==> src/rtl/core/hplc_pkg.sv <==
// ----------------------------------------------------------------------------
// hplc_pkg
// Sizes, codes, types and tree-index helpers for the heap path lister.
// ----------------------------------------------------------------------------
package hplc_pkg;

  localparam int MAX_NODES  = 1024;
  localparam int KEY_W      = 32;
  localparam int CFG_W      = 11;
  localparam int PATH_KEY_W = 32;
  localparam int IDX_W      = $clog2(MAX_NODES + 1);
  localparam int ADDR_W     = (MAX_NODES > 1) ? $clog2(MAX_NODES) : 1;
  localparam int LVL_W      = (IDX_W > 1) ? $clog2(IDX_W) : 1;

  localparam logic [1:0] MODE_LOAD  = 2'd0;
  localparam logic [1:0] MODE_FETCH = 2'd1;
  localparam logic [1:0] MODE_CLEAR = 2'd2;

  localparam logic [1:0] VERDICT_NONE = 2'd0;
  localparam logic [1:0] VERDICT_MAX  = 2'd1;
  localparam logic [1:0] VERDICT_MIN  = 2'd2;

  typedef enum logic [1:0] {
    ST_IDLE,
    ST_LOAD,
    ST_FETCH
  } state_t;

  typedef struct packed {
    logic             restart;
    logic             advance;
    logic [IDX_W-1:0] restart_n;
  } walk_ctrl_t;

  typedef struct packed {
    logic [IDX_W-1:0] node;
    logic             end_path;
    logic             last;
  } walk_t;

  // Floor of log2; zero for zero and one.
  function automatic logic [LVL_W-1:0] level_of(input logic [IDX_W-1:0] x);
    logic [LVL_W-1:0] lv;
    lv = '0;
    for (int i = 0; i < IDX_W; i++) begin
      if (x[i]) begin
        lv = LVL_W'(i);
      end
    end
    return lv;
  endfunction

  // Clamp the programmed count into 1..MAX_NODES.
  function automatic logic [IDX_W-1:0] eff_n(input logic [CFG_W-1:0] v);
    if (v == '0) begin
      return IDX_W'(1);
    end
    if (32'(v) > 32'(MAX_NODES)) begin
      return IDX_W'(MAX_NODES);
    end
    return IDX_W'(v);
  endfunction

  // Rightmost leaf of the tree: end of the next-to-last level or the last node.
  function automatic logic [IDX_W-1:0] first_leaf(input logic [IDX_W-1:0] n);
    logic [IDX_W-1:0] top;
    top = (IDX_W'(1) << level_of(n)) - IDX_W'(1);
    return (top > (n >> 1)) ? top : n;
  endfunction

endpackage

==> src/rtl/core/hplc_walk.sv <==
// ----------------------------------------------------------------------------
// hplc_walk
// Root-to-leaf path sequencer: current leaf, step along its path, successor.
// ----------------------------------------------------------------------------
module hplc_walk import hplc_pkg::*; (
  input  logic             clk,
  input  logic             rst,
  input  logic [IDX_W-1:0] n,
  input  walk_ctrl_t       ctrl,
  output walk_t            walk
);

  logic [IDX_W-1:0] current_leaf, current_leaf_next;
  logic [LVL_W-1:0] path_step, path_step_next;

  logic             bad_leaf;
  logic [IDX_W-1:0] lf;
  logic [LVL_W-1:0] lv;
  logic [LVL_W-1:0] st;
  logic [IDX_W-1:0] base;
  logic [IDX_W-1:0] succ;

  always_comb begin
    // Fall back to the first leaf if the held leaf is not a leaf of this tree.
    bad_leaf = (current_leaf == '0) || (current_leaf > n) || (current_leaf <= (n >> 1));
    lf       = bad_leaf ? first_leaf(n) : current_leaf;
    lv       = level_of(lf);
    st       = bad_leaf ? '0 : path_step;
    if (st > lv) begin
      st = '0;
    end
    base          = IDX_W'(1) << level_of(n);
    walk.node     = lf >> (lv - st);
    walk.end_path = (st == lv);
    walk.last     = walk.end_path && (lf == base);

    // Next leaf to the left, wrapping from the next-to-last level down to the last node.
    if (lf >= base) begin
      succ = lf - IDX_W'(1);
    end else if ((lf - IDX_W'(1)) > (n >> 1)) begin
      succ = lf - IDX_W'(1);
    end else begin
      succ = n;
    end

    current_leaf_next = current_leaf;
    path_step_next    = path_step;
    if (ctrl.restart) begin
      current_leaf_next = first_leaf(ctrl.restart_n);
      path_step_next    = '0;
    end else if (ctrl.advance) begin
      if (!walk.end_path) begin
        current_leaf_next = lf;
        path_step_next    = st + LVL_W'(1);
      end else if (walk.last) begin
        current_leaf_next = first_leaf(n);
        path_step_next    = '0;
      end else begin
        current_leaf_next = succ;
        path_step_next    = '0;
      end
    end
  end

  always_ff @(posedge clk) begin
    if (rst) begin
      current_leaf <= first_leaf(IDX_W'(1));
      path_step    <= '0;
    end else begin
      current_leaf <= current_leaf_next;
      path_step    <= path_step_next;
    end
  end

endmodule

==> config.mk <==
export PLATFORM = sky130hd
export DESIGN_NAME = hplc_walk
export DESIGN_NICKNAME = d
export VERILOG_FILES = /design/src/rtl/core/hplc_pkg.sv /design/src/rtl/core/hplc_walk.sv
export SDC_FILE = /design/constraint.sdc
export NUM_CORES = 1
export LEC_CHECK = 0
export BUFFER_PORTS_ARGS = -buffer_cell sky130_fd_sc_hd__buf_4
export CAP_MARGIN = 15
export CORE_ASPECT_RATIO = 1.2
export CORE_UTILIZATION = 50
export CTS_CLUSTER_DIAMETER = 120
export DETAILED_ROUTE_END_ITERATION = 6
export PLACE_DENSITY = 0.82
export SYNTH_ARGS = -nofsm -noshare
export SYNTH_HDL_FRONTEND = slang
export SYNTH_SLANG_ARGS = --single-unit
==> constraint.sdc <==
create_clock -name clk -period 6.7 [get_ports clk]
set_clock_uncertainty 0.15 [all_clocks]
set_input_delay 0 -clock clk [delete_from_list [all_inputs] [get_ports clk]]
set_output_delay 0 -clock clk [all_outputs]
set_load 0.02 [all_outputs]
# == Word level (Yosys, flattened, before mapping) ==
# Cells that the tools add are included.
# Widths: inputs -> output; s select.
# totals
regBits,15
latch_bits,0
ram_bits,0
romBits,0
output_inout_bits,13
word_cells,76
mem_count,0
# op_classes
add_sub_neg,6
multipliers,0
div,0
n_lt_le_gt_ge,8
eq_ne,2
n_shift,4
n_mux,48
n_bitwise,0
reduce_logical,6
# op_table
operator,count
$mux 4,34
$mux 11,10
$gt 11x10->1,4
$shl 1x4->11 const A,3
$sub 11x2->11 const B,3
$eq 11x11->1,1
$ge 11x11->1,1
$gt 11x11->1,1
$le 11x10->1,1
$logic_not 11->1,1
$shr 11x4->11,1
$sub 11x1->11 const B,1
$add 4x1->4 const B,1
$eq 4x4->1,1
$gt 4x4->1,1
$sub 4x4->4,1
$mux 1,3
$logic_or 1x1->1,2
$mux 2,1
$reduce_bool 2->1,1
$reduce_or 2->1,1
$logic_and 1x1->1,1

# == Longest topological paths before layout ==
# Gate-level depths: netlist (run 1).
# depth
depth_word,41
mapped_depth,37
mapped_depth_nobuf,35

# == Worst setup path after synthesis (run 1) ==
# No wires, ideal clock.
# synth_timing
kind,input port to flip-flop
startpoint,input port n[10]
endpoint,register current_leaf[2]
arrival_time_ns,6.147
t_required_ns,6.415
path_slack_ns,0.268
stages,35
path_buffers,4
path_cell_list,buf_6 -> nor3_4 -> nand3_1 -> a21oi_1 -> inv_1 -> ha_1 -> o211ai_1 -> a211oi_2 -> a2111oi_4 -> a211oi_2 -> buf_6 -> a22o_1 -> mux2i_4 -> nand2_4 -> o21ai_0 -> inv_1 -> ha_1 -> nor2b_1 -> o21ai_0 -> nand2b_1 -> a21oi_1 -> a41o_1 -> and2_1 -> nand2_1 -> ha_1 -> nand3_1 -> or4b_1 -> a31o_1 -> and2_1 -> buf_2 -> inv_2 -> buf_2 -> nand2_1 -> o311ai_1 -> a211oi_1
# synth_lines
item,line,text
start: declaration,hplc_walk.sv:8,"input logic [IDX_W-1:0] n,"
end signal: assignment,hplc_walk.sv:67,current_leaf <= first_leaf(IDX_W'(1));
end signal: assignment,hplc_walk.sv:70,current_leaf <= current_leaf_next;
end: declaration,hplc_walk.sv:13,"logic [IDX_W-1:0] current_leaf, current_leaf_next;"

# == Worst setup path after layout (run 1) ==
# layout_timing
startpoint,input port n[2]
endpoint,register current_leaf[6]
# layout_via
elab_chain_len,32
# layout_lines
item,line,text
$mux 2,hplc_pkg.sv:46,if (x[i]) begin
$mux 4 (8 in a row),hplc_pkg.sv:46,
$shl 1x4->11,hplc_walk.sv:32,base = IDX_W'(1) << level_of(n);
$sub 11x2->11,hplc_pkg.sv:67,top = (IDX_W'(1) << level_of(n)) - IDX_W'(1);
$gt 11x10->1,hplc_pkg.sv:68,return (top > (n >> 1)) ? top : n;
$mux 11,hplc_pkg.sv:68,
$mux 11,hplc_walk.sv:26,lf = bad_leaf ? first_leaf(n) : current_leaf;
$mux 1,hplc_pkg.sv:46,
$mux 4 (9 in a row),hplc_pkg.sv:46,
$gt 4x4->1,hplc_walk.sv:29,if (st > lv) begin
$mux 4,hplc_walk.sv:29,
$eq 4x4->1,hplc_walk.sv:34,walk.end_path = (st == lv);
$logic_and 1x1->1,hplc_walk.sv:35,walk.last = walk.end_path && (lf == base);
$mux 11,hplc_walk.sv:55,end else if (walk.last) begin
$mux 11 *,hplc_walk.sv:52,if (!walk.end_path) begin
$mux 11 *,hplc_walk.sv:51,end else if (ctrl.advance) begin
$mux 11 *,hplc_walk.sv:48,if (ctrl.restart) begin
# Every way passes the cells marked *; elsewhere a longest branch is shown, timed or not. The select of a mux whose other input is x is not followed.
# A chain may end at the register's enable or synchronous reset.

==> results.json, run 1 <==
{
  "dieHeight_um": 107,
  "chipWidth_um": 89.6,
  "finalHoldViolCount": 0,
  "synth_area_per_cell_um2": 7.21,
  "setup.worst_path.end_class": "flop",
  "path_clk_slew_ps": 70,
  "leakage_nw": 2.38,
  "clock_path_buffers": 2,
  "antenna_left": 0,
  "wl_per_cell_um": 20.0,
  "clock_latency_ps": 250,
  "reg2reg_slack_ps": 300,
  "finalSetupTns_ps": 0,
  "synth_most_common_cell": "ha_1",
  "whs_path_depth": 4,
  "die-area_mm2": 0.00960,
  "utilization": 0.611,
  "power.density_mw_per_mm2": 239,
  "period_minus_slack_ps": 6470,
  "diodes": 0,
  "rows": 38,
  "grt-ovfl-total": 0,
  "synthCells": 639,
  "cts_inserted_buffers": 3,
  "grt_max_degree": 22,
  "crit_type": "in2reg",
  "tightest_slew_ps": 894,
  "status": "completed",
  "drtIter0Drc": 546,
  "dp_hpwl_um": 13100,
  "grt_pass1_vias": 5068,
  "dpl-instance-area_mm2": 0.00523,
  "holdPathEnd": "current_leaf[10]",
  "peakVddDrop_mv": 0.142,
  "dr_total_vias": 5496,
  "area_growth_pct": 19.3,
  "synth_cell_type_count": 84,
  "max_cap_viol_count": 0,
  "gp_congestion": 1.06,
  "nets": 805,
  "antenna_found_initial": 0,
  "synthesis.area_mm2": 0.00460,
  "synth-edff-count": 0,
  "slew_violations": 0,
  "dominantRegCellSynth": "dfxtp_1",
  "path_max_fanout": 18,
  "fin_crit_sh": 0.966,
  "critPathLaunchType": "input port",
  "grt_usage": 0.344,
  "synthTopCellsByArea": "ha_1, dfxtp_1, nor2_1, a21oi_1, nand2_1",
  "cts_tree": "done",
  "clock_tree.root_cell": "clkbuf_8",
  "crit_slowest_cell": "or4b_1",
  "ys_warn_count": 0,
  "arrival_ps": 6440,
  "hp-start": "ctrl[10]",
  "cts_sinks": 15,
  "synth_fp_nets": 737,
  "vias_per_cell": 6.65,
  "grt_pass1_wl_um": 25500,
  "htreeDepth": 1,
  "synth_top_cells_by_count": "ha_1, nor2_1, nand2_1",
  "firstDrtPassIters": 5,
  "slew_headroom": 0.403,
  "reg2regPathDepth": 28,
  "finalWirelength_um": 16500,
  "synth-seq-cells": 15,
  "ys_seq_area_frac": 0.0652,
  "yosys.area.top_type_share": 0.193,
  "critPathMaxStageDelay_ps": 470,
  "coreArea_mm2": 0.00899,
  "num_io_pins": 39,
  "io_buffers": 38,
  "required_ps": 6670,
  "reg2reg_to": "current_leaf[6]",
  "start_util": 0.512,
  "post-route-cell-area_mm2": 0.00549,
  "drc_errors": 0,
  "hold_path.class": "in2reg",
  "fmax_ghz": 0.155,
  "setup_viol": 0,
  "timing.rr.start": "current_leaf[3]",
  "yosysTopAreaCell": "ha_1",
  "ys_async_sr_fraction": 0,
  "drive_gt1_frac": 0.208
}
## sequential cells by signal, indices dropped and copies added (netlist names)
name,cells
current_leaf,11
path_step,4
## per-layer routing
layer,vias up,track usage,share of wire
li1,2547,-,-
met1,2557,0.414,0.39
met2,316,0.594,0.48
met3,76,0.0416,0.078
met4,0,0.160,0.053
met5,-,0,0
## cells in the final DEF, fill, tap and decap left out, types with 6 or more instances in the layout
| cell type | n |
|---|---|
| a211oi_1 | 13 |
| a21o_1 | 10 |
| a21oi_1 | 41 |
| a31oi_1 | 9 |
| and2_1 | 8 |
| and3_1 | 9 |
| buf_4 | 87 |
| dfxtp_1 | 14 |
| ha_1 | 69 |
| inv_1 | 47 |
| mux2_2 | 6 |
| mux2i_1 | 14 |
| nand2_1 | 53 |
| nand2b_1 | 6 |
| nand3_1 | 27 |
| nand4_1 | 10 |
| nor2_1 | 55 |
| nor2b_1 | 9 |
| nor3_1 | 26 |
| o211ai_1 | 6 |
| o21a_1 | 16 |
| o21ai_0 | 37 |
| o31ai_1 | 6 |
| xnor2_1 | 9 |
## worst max-delay path: cells and delay by family
kind	cells	cell delay, ps
fa+ha+maj	3	820
mux	2	460
simple gates	8	1440
compound gates	16	2950
buf+inv	5	760
## per-stage QoR
step	hold slack [ps]	instances	total power, W	worst slack [ps]
finish	23.4	826	0.00131	228
global route	19.5	826	0.00141	-37.0
CTS	21.5	820	0.00125	22.1
detailed placement	163	812	0.00117	-432
global placement	154	812	0.00114	-123
floorplan	45.8	639	0.000842	268
## cell families after synthesis
kind of cell / count (synthesis) / share of synthesized area
buffers and inverters: 79 / 0.0753
AO/OA/AOI/OAI: 196 / 0.305
multiplexers: 28 / 0.0769
adder cells (fa/ha/maj): 72 / 0.197
flip-flops: 15 / 0.0652
XOR/XNOR: 12 / 0.0228
AND/OR/NAND/NOR: 237 / 0.258
## worst max-delay path by stage
| stage | start | end | slack [ps] | cells after the start |
|---|---|---|---|---|
| 2_1_floorplan | n[10] | current_leaf[2] | 270 | 35 |
| 3_3_place_gp | n[6] | current_leaf[8] | -120 | 32 |
| 3_5_place_dp | n[6] | current_leaf[8] | -430 | 33 |
| 4_1_cts | n[2] | current_leaf[6] | 20 | 32 |
| 5_1_grt | n[8] | current_leaf[8] | -40 | 33 |
| 6_report | n[2] | current_leaf[6] | 230 | 34 |
## layout make-up
type	count	area, µm²
clock buffer	4	45.0
fill	818	3490
inverter	50	188
multi-input combinational	546	4120
sequential	15	302
tap	120	150
timing repair buffer	91	693
## power breakdown
| group | switching (W) | internal, W |
|---|---|---|
| Combinational | 0.000647 | 0.000473 |
| Sequential | 0.0000184 | 0.0000999 |
| Clock | 0.0000328 | 0.0000421 |
## repair_timing
item / CTS / global route
hold endpoints to repair: 7 / 0
gates resized for setup: 2 / 23
buffers inserted: 0 / 5
gates cloned: 0 / 1
pin swaps: 1 / 8
endpoints found under the setup margin: 4 / 28
hold buffers: 4 / 0
Note: power is estimated with default switching activity, not from simulation.
==> run 2, diff against run 1 <==
--- a/config.mk
+++ b/config.mk
@@ -5,13 +5,14 @@
 export SDC_FILE = /design/constraint.sdc
 export NUM_CORES = 1
 export LEC_CHECK = 0
+export ABC_AREA = 1
 export BUFFER_PORTS_ARGS = -buffer_cell sky130_fd_sc_hd__buf_4
 export CAP_MARGIN = 15
 export CORE_ASPECT_RATIO = 1.2
-export CORE_UTILIZATION = 50
+export CORE_UTILIZATION = 45
 export CTS_CLUSTER_DIAMETER = 120
 export DETAILED_ROUTE_END_ITERATION = 6
-export PLACE_DENSITY = 0.82
+export PLACE_DENSITY = 0.76
 export SYNTH_ARGS = -nofsm -noshare
 export SYNTH_HDL_FRONTEND = slang
 export SYNTH_SLANG_ARGS = --single-unit
==> run 2 against run 1 <==
- routed wire length decreased by 22%
- synthesized cell count increased by 16%
- maximum frequency increased by 6.2%
- die area increased by 7.2%
- first-iteration DRC count increased by 5.3%
- core utilization decreased by 9.5 points
- hold slack about the same
- clock-buffer cell count unchanged
- via count decreased by 7.8%
- sequential share of layout area increased by 0.60 points
- critical path type is now in2out
- critical endpoint is now walk[5]
==> results.json, run 2 <==
{
  "crit_path_start": "n[8]",
  "grt_pass1_wl_um": 21100,
  "critPathCapture": "walk[5]",
  "max_cap_viol_count": 0,
  "chipWidth_um": 92.8,
  "htreeDepth": 1,
  "antenna_left": 0,
  "critPathLaunchType": "input port",
  "p_sw_frac": 0.571,
  "dp_hpwl_um": 10600,
  "nets": 875,
  "vias_per_cell": 5.64,
  "io_buffers": 38,
  "synth_top_cells_by_count": "nand2_1, inv_1, a21oi_1",
  "leakage_nw": 2.54,
  "period_minus_slack_ps": 6100,
  "clock_tree.root_cell": "clkbuf_16",
  "drive_gt1_frac": 0.122,
  "timing.rr.start": "current_leaf[2]",
  "die-area_mm2": 0.0103,
  "clock_latency_ps": 240,
  "area_growth_pct": 10.9,
  "path_max_fanout": 16,
  "clock_path_buffers": 2,
  "p_sw_w": 0.000770,
  "fin_crit_sh": 0.910,
  "required_ps": 6550,
  "grt_pass1_vias": 4685,
  "setup_viol": 0,
  "p_int_w": 0.000578,
  "top_register": "current_leaf",
  "tightest_slew_ps": 687,
  "synth-seq-cells": 15,
  "rsz0062_at_grt": "no",
  "drc_errors": 0,
  "cts_sinks": 15,
  "synth_area_per_cell_um2": 5.99,
  "clock_power_share": 0.084,
  "final_cells": 899,
  "hold_path.class": "in2reg",
  "fill_cells": 1010,
  "dr_total_vias": 5070,
  "ys_warn_count": 0,
  "dp.cells": 892,
  "crit_slowest_cell": "fa_2",
  "antenna_found_initial": 0,
  "synthesis.area_mm2": 0.00445,
  "setup.worst_path.end_class": "output pin",
  "dieHeight_um": 111,
  "coreArea_mm2": 0.00956,
  "synth_fp_nets": 841,
  "cts_inserted_buffers": 3,
  "reg_top3": "current_leaf: 11 flops, path_step: 4 flops",
  "final_cell_mix": "nand2_1, inv_1, a21oi_1",
  "yosysTopAreaCell": "ha_1",
  "ys_seq_area_frac": 0.0675,
  "grt_usage": 0.250,
  "gp_congestion": 1.05,
  "rows": 39,
  "diodes": 0,
  "dominantRegCellSynth": "dfxtp_1",
  "start_util": 0.465,
  "firstDrtPassIters": 6,
  "hp-start": "ctrl[8]",
  "status": "completed",
  "final_common_cell": "nand2_1",
  "synth_cell_type_count": 51,
  "synthCells": 743,
  "arrival_ps": 5950,
  "grt_max_degree": 29,
  "wl_per_cell_um": 14.3,
  "fmax_ghz": 0.164,
  "reg2reg_slack_ps": 970,
  "largest_reg_flops": 11,
  "finalHoldViolCount": 0,
  "reg2regPathDepth": 27,
  "finalSetupTns_ps": 0,
  "critPathMaxStageDelay_ps": 540,
  "seq_power_share": 0.086,
  "drtIter0Drc": 575,
  "reg2reg_to": "current_leaf[6]",
  "synth_most_common_cell": "nand2_1",
  "crit_type": "in2out",
  "yosys.area.top_type_share": 0.200,
  "whs_path_depth": 5,
  "path_clk_slew_ps": 50,
  "crit_path_frequent_cell": "inv_1",
  "synth-edff-count": 0,
  "num_io_pins": 39,
  "combPwrFrac": 0.830,
  "slew_headroom": 0.540,
  "postCtsSetupRepairBufs": 0,
  "ys_async_sr_fraction": 0,
  "cts_tree": "done",
  "power.density_mw_per_mm2": 273,
  "peakVddDrop_mv": 0.114,
  "slew_violations": 0,
  "finalWirelength_um": 12800,
  "grt-ovfl-total": 0,
  "synthTopCellsByArea": "ha_1, nand2_1, a21oi_1, inv_1, dfxtp_1"
}
run 2: changes by cell type after synthesis, moves of 9 or more:
cell	previous run	this run
and2_1	9	0
clkbuf_1	20	10
nand2_1	54	183
o21a_1	16	3
a21oi_1	41	82
nor3_1	27	5
nand3_1	28	50
o21ai_0	39	57
a21o_1	10	1
mux2i_1	16	1
inv_1	47	95
nor2b_1	9	0
run 2: timing repair:
item / 4_1_cts / 5_1_grt
hold endpoints to repair: 6 / 0
hold buffers: 3 / 0
setup endpoints to repair: 0 / 10
resized for setup: 0 / 2
run 2: worst min-delay path by stage:
stage / endpoint / slack, ps
floorplan: current_leaf[10] / -80
global placement: current_leaf[10] / 40
detailed placement: current_leaf[10] / 40
CTS: current_leaf[8] / 7
global route: current_leaf[8] / 70
finish: current_leaf[8] / 20
run 2: logic make-up (layout without fill, tap and decap cells):
family / count (synthesis) / count (layout) / synth area share
xor+xnor: 13 / 13 / 0.0340
mux: 1 / 1 / 0.00225
simple gates: 349 / 349 / 0.362
compound gates: 174 / 174 / 0.219
fa+ha+maj: 72 / 72 / 0.204
buf+inv: 119 / 152 / 0.111
flops: 15 / 15 / 0.0675
run 2: metrics by stage:
step                      power (W)   util  area [µm²]  hold WS [ps]  setup slack [ps]
after floorplan            0.000940      -        4450         -80.9              1260
after global placement      0.00121  0.504        4820          42.2               548
after detailed placement    0.00122  0.504        4820          43.2               508
after CTS                   0.00134  0.515        4930          6.63               487
after global routing        0.00148  0.516        4930          71.7              26.3
final                       0.00135  0.516        4930          23.3               604
run 2: layer usage:
| metal | track usage | share of wire | up-vias |
|---|---|---|---|
| met2 | 0.441 | 0.47 | 231 |
| li1 | - | - | 2568 |
| met1 | 0.291 | 0.41 | 2201 |
| met5 | 0 | 0 | - |
| met3 | 0.0240 | 0.068 | 70 |
| met4 | 0.138 | 0.058 | 0 |
run 2: power by group through the flow:
stage	sequential, W	clock, W	combinational (W)
after global routing	0.000117	0.000117	0.00125
after floorplan	0.000110	0	0.000829
final	0.000116	0.000113	0.00112
after global placement	0.000118	0	0.00110
after CTS	0.000116	0.000114	0.00111
after detailed placement	0.000118	0	0.00110
run 2: final cells by class:
class	instances	area (µm²)	area share
repair buffers	46	353	0.0715
multi-input cells	609	3660	0.742
flip-flops and latches	15	300	0.0609
clock buffers	4	78.8	0.0160
well taps	123	154	0.0312
inverters	102	385	0.0781
run 2: worst max-delay path, delay by kind of cell:
kind | cells | cell delay (ps)
compound gates | 8 | 1510
buf+inv | 11 | 1210
fa+ha+maj | 4 | 1370
simple gates | 15 | 1840
